File: src/hdl/qvm_pkg.sv
`default_nettype none
package qvm_pkg;

  localparam int WindowBits = 16;
  localparam int TotalBits  = 32;
  localparam int IntervalW  = 16;
  localparam int ScaleW     = 24;
  localparam int RateW      = 40;
  localparam int DistW      = 56;
  localparam int InDataW    = 8;
  localparam int OutDataW   = 192;
  localparam int CfgIndexW  = 2;
  localparam int CfgDataW   = 24;
  localparam int QueueDepth = 2;
  localparam int QueuePtrW  = $clog2(QueueDepth);
  localparam int QueueCntW  = $clog2(QueueDepth + 1);

  localparam logic signed [WindowBits-1:0] WindowMax = (WindowBits)'((1 << (WindowBits - 1)) - 1);
  localparam logic [IntervalW-1:0] ElapsedMax   = '1;
  localparam logic [IntervalW-1:0] IntervalRst  = 16'd250;
  localparam logic [ScaleW-1:0]    RpmScaleRst  = 24'd1981562;
  localparam logic [ScaleW-1:0]    SpeedScaleRst = 24'd9901;
  localparam logic [ScaleW-1:0]    DistScaleRst = 24'd2475;

  typedef enum logic [CfgIndexW-1:0] {
    REG_INTERVAL_MS    = 2'd0,
    REG_RPM_SCALE      = 2'd1,
    REG_SPEED_SCALE    = 2'd2,
    REG_DISTANCE_SCALE = 2'd3
  } reg_index_t;

  typedef enum logic [2:0] {
    BACK_IDLE,
    BACK_RPM,
    BACK_SPEED,
    BACK_DIST,
    BACK_HOLD
  } back_state_t;

  // One finished window as handed from the front to the back.
  typedef struct packed {
    logic signed [WindowBits-1:0] window;
    logic signed [TotalBits-1:0]  total;
    logic                         reverse;
  } snap_t;

  typedef struct packed {
    logic [ScaleW-1:0] rpm;
    logic [ScaleW-1:0] speed;
    logic [ScaleW-1:0] distance;
  } scales_t;

  typedef struct packed {
    logic push;
    logic pop;
  } queue_ctl_t;

  typedef struct packed {
    logic full;
    logic empty;
  } queue_stat_t;

endpackage
`default_nettype wire

File: src/hdl/quadrature_velocity_meter.sv
`default_nettype none
// Quadrature encoder velocity meter with x4 decoding. One encoder sample is
// taken on every clock cycle (s_tready stays high unless two finished
// windows are already waiting), so the block sustains one request per cycle.
// Every sample updates direction, a saturating window count and a wrapping
// total count; when the millisecond ticks reach interval_ms, the window is
// snapshotted into a two-entry queue and cleared. The back end takes each
// snapshot through one shared 32 x 24 multiplier three times (rpm, speed,
// distance), so a result request appears on the master side after the queue
// and the IDLE, RPM, SPEED and DIST states and is held until it is taken.
// Results have no saturation path because the fixed 16- and 32-bit counts
// times a 24-bit scale always fit the 40- and 56-bit result fields. Configuration is
// written through cfg_we, cfg_index and cfg_data and takes effect
// immediately; it should be changed only while no window result is pending.
module quadrature_velocity_meter (
  input  wire                                 clk,
  input  wire                                 rst,
  // Input sample: [0] pin_a, [1] pin_b, [2] tick, upper bits zero.
  input  wire                                 s_tvalid,
  output logic                                s_tready,
  input  wire  [qvm_pkg::InDataW-1:0]         s_tdata,
  // Window result: [39:0] rpm_fixed, [79:40] speed_fixed,
  // [135:80] distance_fixed, [151:136] window_pulses,
  // [183:152] total_pulses, [184] reverse, upper bits zero.
  output logic                                m_tvalid,
  input  wire                                 m_tready,
  output logic [qvm_pkg::OutDataW-1:0]        m_tdata,
  input  wire                                 cfg_we,
  input  wire  [qvm_pkg::CfgIndexW-1:0]       cfg_index,
  input  wire  [qvm_pkg::CfgDataW-1:0]        cfg_data
);

  logic [qvm_pkg::IntervalW-1:0] interval_ms;
  qvm_pkg::scales_t              scales;
  qvm_pkg::queue_ctl_t           q_ctl;
  qvm_pkg::queue_stat_t          q_stat;
  qvm_pkg::snap_t                q_wr;
  qvm_pkg::snap_t                q_rd;
  logic                          q_push;
  logic                          q_pop;
  logic                          accept;

  logic signed [qvm_pkg::RateW-1:0]      rpm_fixed;
  logic signed [qvm_pkg::RateW-1:0]      speed_fixed;
  logic signed [qvm_pkg::DistW-1:0]      distance_fixed;
  logic signed [qvm_pkg::WindowBits-1:0] window_pulses;
  logic signed [qvm_pkg::TotalBits-1:0]  total_pulses;
  logic                                  reverse;

  always_ff @(posedge clk) begin
    if (rst) begin
      interval_ms     <= qvm_pkg::IntervalRst;
      scales.rpm      <= qvm_pkg::RpmScaleRst;
      scales.speed    <= qvm_pkg::SpeedScaleRst;
      scales.distance <= qvm_pkg::DistScaleRst;
    end else if (cfg_we) begin
      case (qvm_pkg::reg_index_t'(cfg_index))
        qvm_pkg::REG_INTERVAL_MS:    interval_ms     <= cfg_data[qvm_pkg::IntervalW-1:0];
        qvm_pkg::REG_RPM_SCALE:      scales.rpm      <= cfg_data[qvm_pkg::ScaleW-1:0];
        qvm_pkg::REG_SPEED_SCALE:    scales.speed    <= cfg_data[qvm_pkg::ScaleW-1:0];
        qvm_pkg::REG_DISTANCE_SCALE: scales.distance <= cfg_data[qvm_pkg::ScaleW-1:0];
        default: ;
      endcase
    end
  end

  // A sample is held off only while the queue is full, since it might close a window.
  assign s_tready = !q_stat.full;
  assign accept   = s_tvalid && s_tready;
  assign q_ctl    = '{push: q_push, pop: q_pop};

  qvm_front u_front (
    .clk         (clk),
    .rst         (rst),
    .accept      (accept),
    .pin_a       (s_tdata[0]),
    .pin_b       (s_tdata[1]),
    .tick        (s_tdata[2]),
    .interval_ms (interval_ms),
    .push        (q_push),
    .snap        (q_wr)
  );

  qvm_queue u_queue (
    .clk     (clk),
    .rst     (rst),
    .ctl     (q_ctl),
    .wr_data (q_wr),
    .stat    (q_stat),
    .rd_data (q_rd)
  );

  qvm_back u_back (
    .clk            (clk),
    .rst            (rst),
    .q_stat         (q_stat),
    .q_data         (q_rd),
    .scales         (scales),
    .pop            (q_pop),
    .out_valid      (m_tvalid),
    .out_ready      (m_tready),
    .rpm_fixed      (rpm_fixed),
    .speed_fixed    (speed_fixed),
    .distance_fixed (distance_fixed),
    .window_pulses  (window_pulses),
    .total_pulses   (total_pulses),
    .reverse        (reverse)
  );

  assign m_tdata = {7'd0, reverse, total_pulses, window_pulses, distance_fixed,
                    speed_fixed, rpm_fixed};

endmodule
`default_nettype wire

File: src/hdl/qvm_queue.sv
`default_nettype none
module qvm_queue (
  input  wire                 clk,
  input  wire                 rst,
  input  qvm_pkg::queue_ctl_t ctl,
  input  qvm_pkg::snap_t      wr_data,
  output qvm_pkg::queue_stat_t stat,
  output qvm_pkg::snap_t      rd_data
);

  qvm_pkg::snap_t                    mem [qvm_pkg::QueueDepth];
  logic [qvm_pkg::QueuePtrW-1:0]     wr_ptr;
  logic [qvm_pkg::QueuePtrW-1:0]     rd_ptr;
  logic [qvm_pkg::QueueCntW-1:0]     count;
  logic                              do_push;
  logic                              do_pop;

  assign stat.full  = (count == qvm_pkg::QueueCntW'(qvm_pkg::QueueDepth));
  assign stat.empty = (count == '0);
  assign do_push    = ctl.push && !stat.full;
  assign do_pop     = ctl.pop && !stat.empty;
  assign rd_data    = mem[rd_ptr];

  always_ff @(posedge clk) begin
    if (do_push) begin
      mem[wr_ptr] <= wr_data;
    end
  end

  always_ff @(posedge clk) begin
    if (rst) begin
      wr_ptr <= '0;
      rd_ptr <= '0;
      count  <= '0;
    end else begin
      if (do_push) begin
        wr_ptr <= wr_ptr + 1'b1;
      end
      if (do_pop) begin
        rd_ptr <= rd_ptr + 1'b1;
      end
      if (do_push && !do_pop) begin
        count <= count + 1'b1;
      end else if (do_pop && !do_push) begin
        count <= count - 1'b1;
      end
    end
  end

endmodule
`default_nettype wire

File: src/hdl/qvm_front.sv
`default_nettype none
module qvm_front (
  input  wire                                clk,
  input  wire                                rst,
  input  wire                                accept,
  input  wire                                pin_a,
  input  wire                                pin_b,
  input  wire                                tick,
  input  wire [qvm_pkg::IntervalW-1:0]       interval_ms,
  output logic                               push,
  output qvm_pkg::snap_t                     snap
);

  logic                                 prev_a;
  logic                                 prev_b;
  logic                                 dir_reverse;
  logic signed [qvm_pkg::WindowBits-1:0] window_count;
  logic signed [qvm_pkg::TotalBits-1:0]  total_count;
  logic [qvm_pkg::IntervalW-1:0]        ms_elapsed;

  logic                                 ch_a;
  logic                                 ch_b;
  logic                                 step;
  logic                                 dir_next;
  logic signed [qvm_pkg::WindowBits-1:0] window_next;
  logic signed [qvm_pkg::TotalBits-1:0]  total_next;
  logic [qvm_pkg::IntervalW-1:0]        ms_inc;
  logic                                 window_end;

  always_comb begin
    ch_a     = pin_a != prev_a;
    ch_b     = pin_b != prev_b;
    step     = ch_a ^ ch_b;
    dir_next = dir_reverse;
    if (ch_b) begin
      dir_next = (pin_a == pin_b);
    end else if (ch_a) begin
      dir_next = (pin_a != pin_b);
    end
    window_next = window_count;
    total_next  = total_count;
    if (step) begin
      if (dir_next) begin
        if (window_count > -qvm_pkg::WindowMax) begin
          window_next = window_count - 1'b1;
        end
        total_next = total_count - 1'b1;
      end else begin
        if (window_count < qvm_pkg::WindowMax) begin
          window_next = window_count + 1'b1;
        end
        total_next = total_count + 1'b1;
      end
    end
    ms_inc     = (ms_elapsed == qvm_pkg::ElapsedMax) ? ms_elapsed : ms_elapsed + 1'b1;
    window_end = tick && (ms_inc >= interval_ms);
  end

  // The edge in the closing sample still belongs to the finished window.
  assign push         = accept && window_end;
  assign snap.window  = window_next;
  assign snap.total   = total_next;
  assign snap.reverse = dir_next;

  always_ff @(posedge clk) begin
    if (rst) begin
      prev_a       <= 1'b1;
      prev_b       <= 1'b1;
      dir_reverse  <= 1'b0;
      window_count <= '0;
      total_count  <= '0;
      ms_elapsed   <= '0;
    end else if (accept) begin
      prev_a      <= pin_a;
      prev_b      <= pin_b;
      dir_reverse <= dir_next;
      total_count <= total_next;
      if (window_end) begin
        window_count <= '0;
        ms_elapsed   <= '0;
      end else begin
        window_count <= window_next;
        if (tick) begin
          ms_elapsed <= ms_inc;
        end
      end
    end
  end

endmodule
`default_nettype wire

File: src/hdl/qvm_back.sv
`default_nettype none
module qvm_back (
  input  wire                                   clk,
  input  wire                                   rst,
  input  qvm_pkg::queue_stat_t                  q_stat,
  input  qvm_pkg::snap_t                        q_data,
  input  qvm_pkg::scales_t                      scales,
  output logic                                  pop,
  output logic                                  out_valid,
  input  wire                                   out_ready,
  output logic signed [qvm_pkg::RateW-1:0]      rpm_fixed,
  output logic signed [qvm_pkg::RateW-1:0]      speed_fixed,
  output logic signed [qvm_pkg::DistW-1:0]      distance_fixed,
  output logic signed [qvm_pkg::WindowBits-1:0] window_pulses,
  output logic signed [qvm_pkg::TotalBits-1:0]  total_pulses,
  output logic                                  reverse
);

  qvm_pkg::back_state_t state;
  qvm_pkg::back_state_t state_next;

  logic [qvm_pkg::WindowBits-2:0] mag_w;
  logic [qvm_pkg::TotalBits-1:0]  mag_t;
  logic                           total_neg;
  logic [qvm_pkg::TotalBits-1:0]  mul_a;
  logic [qvm_pkg::ScaleW-1:0]     mul_b;
  logic [qvm_pkg::DistW-1:0]      prod;
  logic [qvm_pkg::RateW-1:0]      prod_rate;
  logic [qvm_pkg::WindowBits-1:0] win_abs;
  logic [qvm_pkg::TotalBits-1:0]  tot_abs;

  always_comb begin
    state_next = state;
    case (state)
      qvm_pkg::BACK_IDLE:  if (!q_stat.empty) state_next = qvm_pkg::BACK_RPM;
      qvm_pkg::BACK_RPM:   state_next = qvm_pkg::BACK_SPEED;
      qvm_pkg::BACK_SPEED: state_next = qvm_pkg::BACK_DIST;
      qvm_pkg::BACK_DIST:  state_next = qvm_pkg::BACK_HOLD;
      qvm_pkg::BACK_HOLD:  if (out_ready) state_next = qvm_pkg::BACK_IDLE;
      default:             state_next = qvm_pkg::BACK_IDLE;
    endcase
  end

  always_comb begin
    pop       = (state == qvm_pkg::BACK_IDLE) && !q_stat.empty;
    out_valid = (state == qvm_pkg::BACK_HOLD);
  end

  // One shared multiplier, used once per product.
  always_comb begin
    case (state)
      qvm_pkg::BACK_SPEED: begin
        mul_a = qvm_pkg::TotalBits'(mag_w);
        mul_b = scales.speed;
      end
      qvm_pkg::BACK_DIST: begin
        mul_a = mag_t;
        mul_b = scales.distance;
      end
      default: begin
        mul_a = qvm_pkg::TotalBits'(mag_w);
        mul_b = scales.rpm;
      end
    endcase
    prod      = qvm_pkg::DistW'(mul_a) * qvm_pkg::DistW'(mul_b);
    prod_rate = prod[qvm_pkg::RateW-1:0];
    win_abs   = q_data.window[qvm_pkg::WindowBits-1] ? -q_data.window : q_data.window;
    tot_abs   = q_data.total[qvm_pkg::TotalBits-1] ? -q_data.total : q_data.total;
  end

  always_ff @(posedge clk) begin
    if (rst) begin
      state <= qvm_pkg::BACK_IDLE;
    end else begin
      state <= state_next;
    end
  end

  always_ff @(posedge clk) begin
    case (state)
      qvm_pkg::BACK_IDLE: begin
        if (!q_stat.empty) begin
          mag_w         <= win_abs[qvm_pkg::WindowBits-2:0];
          mag_t         <= tot_abs;
          total_neg     <= q_data.total[qvm_pkg::TotalBits-1];
          window_pulses <= q_data.window;
          total_pulses  <= q_data.total;
          reverse       <= q_data.reverse;
        end
      end
      qvm_pkg::BACK_RPM:   rpm_fixed   <= reverse ? -prod_rate : prod_rate;
      qvm_pkg::BACK_SPEED: speed_fixed <= reverse ? -prod_rate : prod_rate;
      qvm_pkg::BACK_DIST:  distance_fixed <= total_neg ? -prod : prod;
      default: ;
    endcase
  end

endmodule
`default_nettype wire
File: config.mk
export PLATFORM = sky130hd
export DESIGN_NAME = quadrature_velocity_meter
export DESIGN_NICKNAME = d
export VERILOG_FILES = /design/src/hdl/qvm_pkg.sv /design/src/hdl/quadrature_velocity_meter.sv /design/src/hdl/qvm_queue.sv /design/src/hdl/qvm_front.sv /design/src/hdl/qvm_back.sv
export SDC_FILE = /design/constraint.sdc
export NUM_CORES = 2
export LEC_CHECK = 0
export BUFFER_PORTS_ARGS = -buffer_cell sky130_fd_sc_hd__buf_2
export CORE_UTILIZATION = 44
export CTS_BUF_LIST = sky130_fd_sc_hd__clkbuf_2
export CTS_CLUSTER_SIZE = 28
export DETAILED_ROUTE_END_ITERATION = 7
export PLACE_DENSITY = 0.62
export RECOVER_POWER = 100
export SETUP_SLACK_MARGIN = 0.15
export SLEW_MARGIN = 0
export SYNTH_ARGS = -nofsm -noshare
export SYNTH_HDL_FRONTEND = slang
export SYNTH_SLANG_ARGS = --single-unit
File: constraint.sdc
create_clock -name clk -period 10.32 [get_ports clk]
set_clock_uncertainty 0.15 [all_clocks]
set_input_delay 1.032 -clock clk [delete_from_list [all_inputs] [get_ports clk]]
set_output_delay 1.032 -clock clk [all_outputs]
set_load 0.02 [all_outputs]
# Yosys cells after proc, flatten, opt, wreduce, memory -nomap -nowiden
# Memory sizes are Yosys's and may differ from the RTL's. A register that Yosys moved wholly into a read port is not among the register bits.
# Index checks and enable logic that the tools add are counted.
# op_classes
n_addsub,13
mul,1
magnitude_cmp,3
eq_ne,15
muxes,27
bitwise,2
n_reduce_logical,24
# ops
op,n
16-bit 2-to-1 mux,8
32-bit 2-to-1 mux,3
32-bit by 24-bit multiplier with 56-bit output,1
56-bit 2-to-1 mux,1
56-bit negator,1
24-bit one-hot mux with 2 select lines,1
40-bit 2-to-1 mux,1
40-bit negator,1
16-bit by 1-bit adder with 16-bit output (second input constant),2
32-bit by 1-bit adder with 32-bit output (second input constant),1
32-bit negator,1
32-bit by 1-bit subtractor with 32-bit output (second input constant),1
31-bit 2-to-1 mux,1
16-bit equality test (second input constant),1
16-bit >= comparator,1
16-bit greater-than comparator (second input constant),1
16-bit less-than comparator (second input constant),1
16-bit by 1-bit subtractor with 16-bit output (second input constant),1
15-bit 2-to-1 mux,1
15-bit negator,1
3-bit one-hot mux with 5 select lines,1
2-bit AND reduction,7
1-bit logical AND,8
2-bit equality test (second input constant),3
other kinds (20),36
# totals
register_bits,395
ram_bits,98
input_bits,39
output_inout_bits,194
word_cells,110
mem_count,1
# memory_table
memory,words,width,read_ports,rd_ports_with_merged_regs,write_ports,line_no,source
u_queue.mem,2,49,1,1,1,qvm_queue.sv:11,qvm_pkg::snap_t mem [qvm_pkg::QueueDepth];

# Logic depth before layout (Yosys ltp)
# depth
word_depth,10
ltp_mapped,37
ltp_nobuf,29

# Hierarchy
# From an unflattened synthesis, not the netlist that was laid out.
# hier_totals
cells_unflattened,5297
area_unflattened_um2,49701.4
# by_module_without_submodules
mod,n_inst,cells_each,area_per_inst_um2,seq_area_each_um2
qvm_back,1,3864,35811.8,6966.7
qvm_front,1,909,6563.8,1341.3
qvm_queue,1,177,3746.1,3042.9
quadrature_velocity_meter,1,347,3579.7,1761.7

# Least setup slack after synthesis
# OpenSTA, ideal clock, no wires.
# synth_path
path_kind,flip-flop to flip-flop
from,reg u_back.state[0]
to,reg u_back.distance_fixed[46] (netlist name) (data pin)
setup_time_ns,0.262
t_arrival_ns,10.551
t_required_ns,9.908
slack_ns,-0.643
stages_incl_launch_ff,30
path_buffers,4
period_less_slack_ns,10.963
path_cell_list,dfxtp_1 buf_2 nand3b_1 inv_1 clkbuf_1 buf_1 nand2_1 nor2_1 fa_1 fa_1 inv_1 fa_1 fa_1 inv_1 fa_1 fa_1 fa_1 ha_1 clkbuf_1 and4_1 and3_1 a21boi_0 nor3_4 a21oi_1 xor2_1 or4b_4 nor4b_4 or3b_1 o31ai_2 xnor2_1
# synth_via
elab_chain_cells,5
word_cells_on_any_way,7
classes_between,add/sub: 1; mul: 1; eq/ne: 2; mux: 3
# synth_lines
item,line_no,source
"start, declared",qvm_back.sv:19,qvm_pkg::back_state_t state;
"start signal, assigned",qvm_back.sv:73,state <= qvm_pkg::BACK_IDLE;
"start signal, assigned",qvm_back.sv:75,state <= state_next;
3-bit by 2-bit equality test with 1-bit output,qvm_back.sv:51,case (state)
24-bit one-hot mux with 2 select lines / 32-bit 2-to-1 mux (equally long branches),qvm_back.sv:51,
32-bit by 24-bit multiplier with 56-bit output (*),qvm_back.sv:65,prod = qvm_pkg::DistW'(mul_a) * qvm_pkg::DistW'(mul_b);
56-bit negator,qvm_back.sv:93,qvm_pkg::BACK_DIST: distance_fixed <= total_neg ? -prod : prod;
56-bit 2-to-1 mux (*),qvm_back.sv:93,
"end signal, assigned",qvm_back.sv:93,
"end, declared",qvm_back.sv:13,"output logic signed [qvm_pkg::DistW-1:0] distance_fixed,"
# Mark *: on every way between the ends. The rest lies on a longest branch, timed or not.
# A chain may end at the register's enable or synchronous reset.

# Worst setup path in the final report
# Ends and elaborated chain as after synthesis.

==> impl_metrics.ini <==
[outcome]
status = complete, but fails checks
violations = DRC, capacitance limit, slew limit

[floorplan]
dieArea_mm2 = 0.111
boundaryPins = 233
core.rowCount = 121
coreArea_mm2 = 0.109
start_util_pct = 44.3
dieWidth_um = 333
die_h_um = 333

[sta]
fin_crit_sh_pct = 95.2
rsz0062_at_grt = false
post-route-min-period_ps = 9820
holdWs_ps = 178
fmax_mhz = 102
fin_ws_ps = 499
setup_viol = 0
fin_setup_tns_ps = 0
tightest_slew_ps = 4000
slew_headroom_pct = -167
slew_violations = 762
hold_violations = 0

[yosys]
synth_edf_count = 328
synth_area_mm2 = 0.0482
yosysTopAreaCell = fa_1
synthCells = 5215
synth_cell_type_count = 90
synth.avg_cell_area_um2 = 9.24
synth_most_common_cell = nand2_1
ys_warn_count = 0
synth_seq_cells = 491
netlist_top_cells_count = nand2_1 (827), inv_1 (777), fa_1 (659)
ys_async_sr_fraction_pct = 0
seq_area_frac_synth_pct = 27.2
synth_top_area_share_pct = 27.4
synth.area.top_cells = fa_1 (27%), edfxtp_1 (20%), dfxtp_1 (6.8%)
synth_ff_type = edfxtp_1

[critical_path]
reg2reg_setup_slack_ps = 500
critical_path_arrival_ps = 10650
worst_ep_required_time_ps = 11150
critical_path_class = register to register
r2r-end = u_back.distance_fixed[46]
cp_slowest_stage_delay_ps = 670
crit_path_end_kind = register
crit_top_cell = fa_1
crit_path_max_fanout = 13
r2r_start = u_back.state[0]
r2r_cells = 30
worst_path_max_delay_cell = fa_1
critPathLaunchType = register

[global_routing]
grt_pass1_wl_mm = 212
grtUsageTotal_pct = 24.8
grt_max_degree = 73
grt_overflow = 0
antenna_found_initial = 2
grt_pass1_vias = 37100

[routing]
wl_per_cell_um = 19.4
via_count = 37200
drt_pre_antenna_iters = 8
first_iter_violations = 2719
wl_mm = 137
drcViolationCount = 4
via_per_inst = 5.29
postRouteAntennaNets = 0

[placement]
portBuffers = 220
hpwl_mm = 105
globalplace.congestion = 0.953
place_ws_ps = 1.94

[hold_path]
min_to = scales[45]
hold_path_depth = 6
hold_path.startpoint = cfg_we
hold_path_class = input port to register

[clock_network]
cts_max_path_buffers = 3
cts.clk_slew.worst_paths_ps = 100
numCtsBuffers = 120
clock-sinks = 491
cts_tree = done
htree_levels = 3
clk_latency_ps = 1370
root_buffer = clkbuf_2

[cells_and_area]
fin_nets = 6438
syn_to_final_growth_pct = 9.83
seq_area_mm2 = 0.0131
multi_input_area_mm2 = 0.0312
drive_above_1_share_pct = 8.74
fin_util_pct = 48.7
fillers = 10500

[job]
timing.max_cap.violations = 15
## kinds of logic after synthesis
family	after synthesis	share of synthesized area, %
and+or+nand+nor	1812	16.5
buffers and inverters	1064	8.42
adders and majority gates	895	33.5
AOI/OAI and AO/OA	624	8.04
DFF	491	27.2
xor gates and xnor gates	226	4.11
muxes	102	2.20
other	1	0.00778
## state kept, by name, summed over array words and instances (netlist names), 30 cells and up, named ones only
name and count:
u_back.distance_fixed 56, u_queue.mem 98, u_back.mag_t 32, u_back.total_pulses 30, u_back.speed_fixed 40, u_back.rpm_fixed 40
u_front.total_count 32, scales 72
## metrics by stage
stage	std cells	instance area [um^2]
after detailed placement	6745	51400
final	7027	52900
after CTS	7012	53000
after global placement	6745	51400
after global routing	7026	52900
after floorplan	5221	48200
## critical path, delay by kind of cell (launching register included)
family,cells,cell delay (ps)
compound gates,3,810
mux,2,630
xor+xnor,2,250
buf+inv,8,880
simple gates,7,1960
flops,1,480
fa+ha+maj,8,4240
## worst max-delay path by stage
stage                    start                         to  slack [ps]
2_1_floorplan  u_back.state[0]  u_back.distance_fixed[46]         340
3_3_place_gp   u_back.state[0]  u_back.distance_fixed[46]         130
3_5_place_dp   u_back.state[0]  u_back.distance_fixed[46]           2
4_1_cts        u_back.state[0]  u_back.distance_fixed[46]         160
5_1_grt        u_back.state[0]  u_back.distance_fixed[42]         100
6_report       u_back.state[0]  u_back.distance_fixed[46]         500
## routing by layer
layer	routed length, um	vias to the layer above	track usage [%]	share of wire [%]
met1	57900	18000	33.1	42
met3	12400	261	5.92	9.1
li1	-	17300	-	-
met4	5030	0	9.14	3.7
met2	61200	1524	39.0	45
met5	0	-	0	0
## layout by cell type, fill, tap and decap left out, types with 10 or more instances in the layout
cell / count
nand2_1: 823
inv_1: 775
fa_1: 659
nor2_1: 566
edfxtp_1: 328
ha_1: 236
a21oi_1: 211
clkbuf_1: 201
clkbuf_2: 192
xnor2_1: 167
buf_4: 166
dfxtp_1: 162
o21ai_0: 130
mux2i_1: 67
nor3_1: 64
xor2_1: 57
nand3_1: 47
nand4_1: 41
dlygate4sd3_1: 40
nand3b_1: 38
a21o_1: 36
buf_2: 34
nand2b_1: 32
and3_1: 32
and2_1: 30
o21a_1: 28
o31ai_1: 28
mux2_1: 26
or3_1: 26
clkinv_1: 24
o21ai_1: 21
a211oi_1: 19
a31oi_1: 18
nor4_1: 16
o211ai_1: 14
a22oi_1: 14
nor2b_1: 13
o21bai_1: 12
and4_1: 11
or2_2: 10
## cell type report
cell class,count,share of cell area (%)
inverter,777,5.52
timing repair buffer,448,5.10
clock buffer,192,1.82
clock inverter,35,0.386
tap,1414,3.34
sequential,491,24.8
antenna,4,0.0189
multi-input combinational,3666,59.0
## repair_timing
action	CTS	global route
setup endpoints to repair	20	33
pin swaps	0	1
buffers inserted	0	11
hold buffers	40	0
hold endpoints to repair	116	0
gates resized for setup	4	32
Power is left out: the tool's default activity adds up to more than one toggle a clock period on the data nets, which glitch-free logic cannot reach.
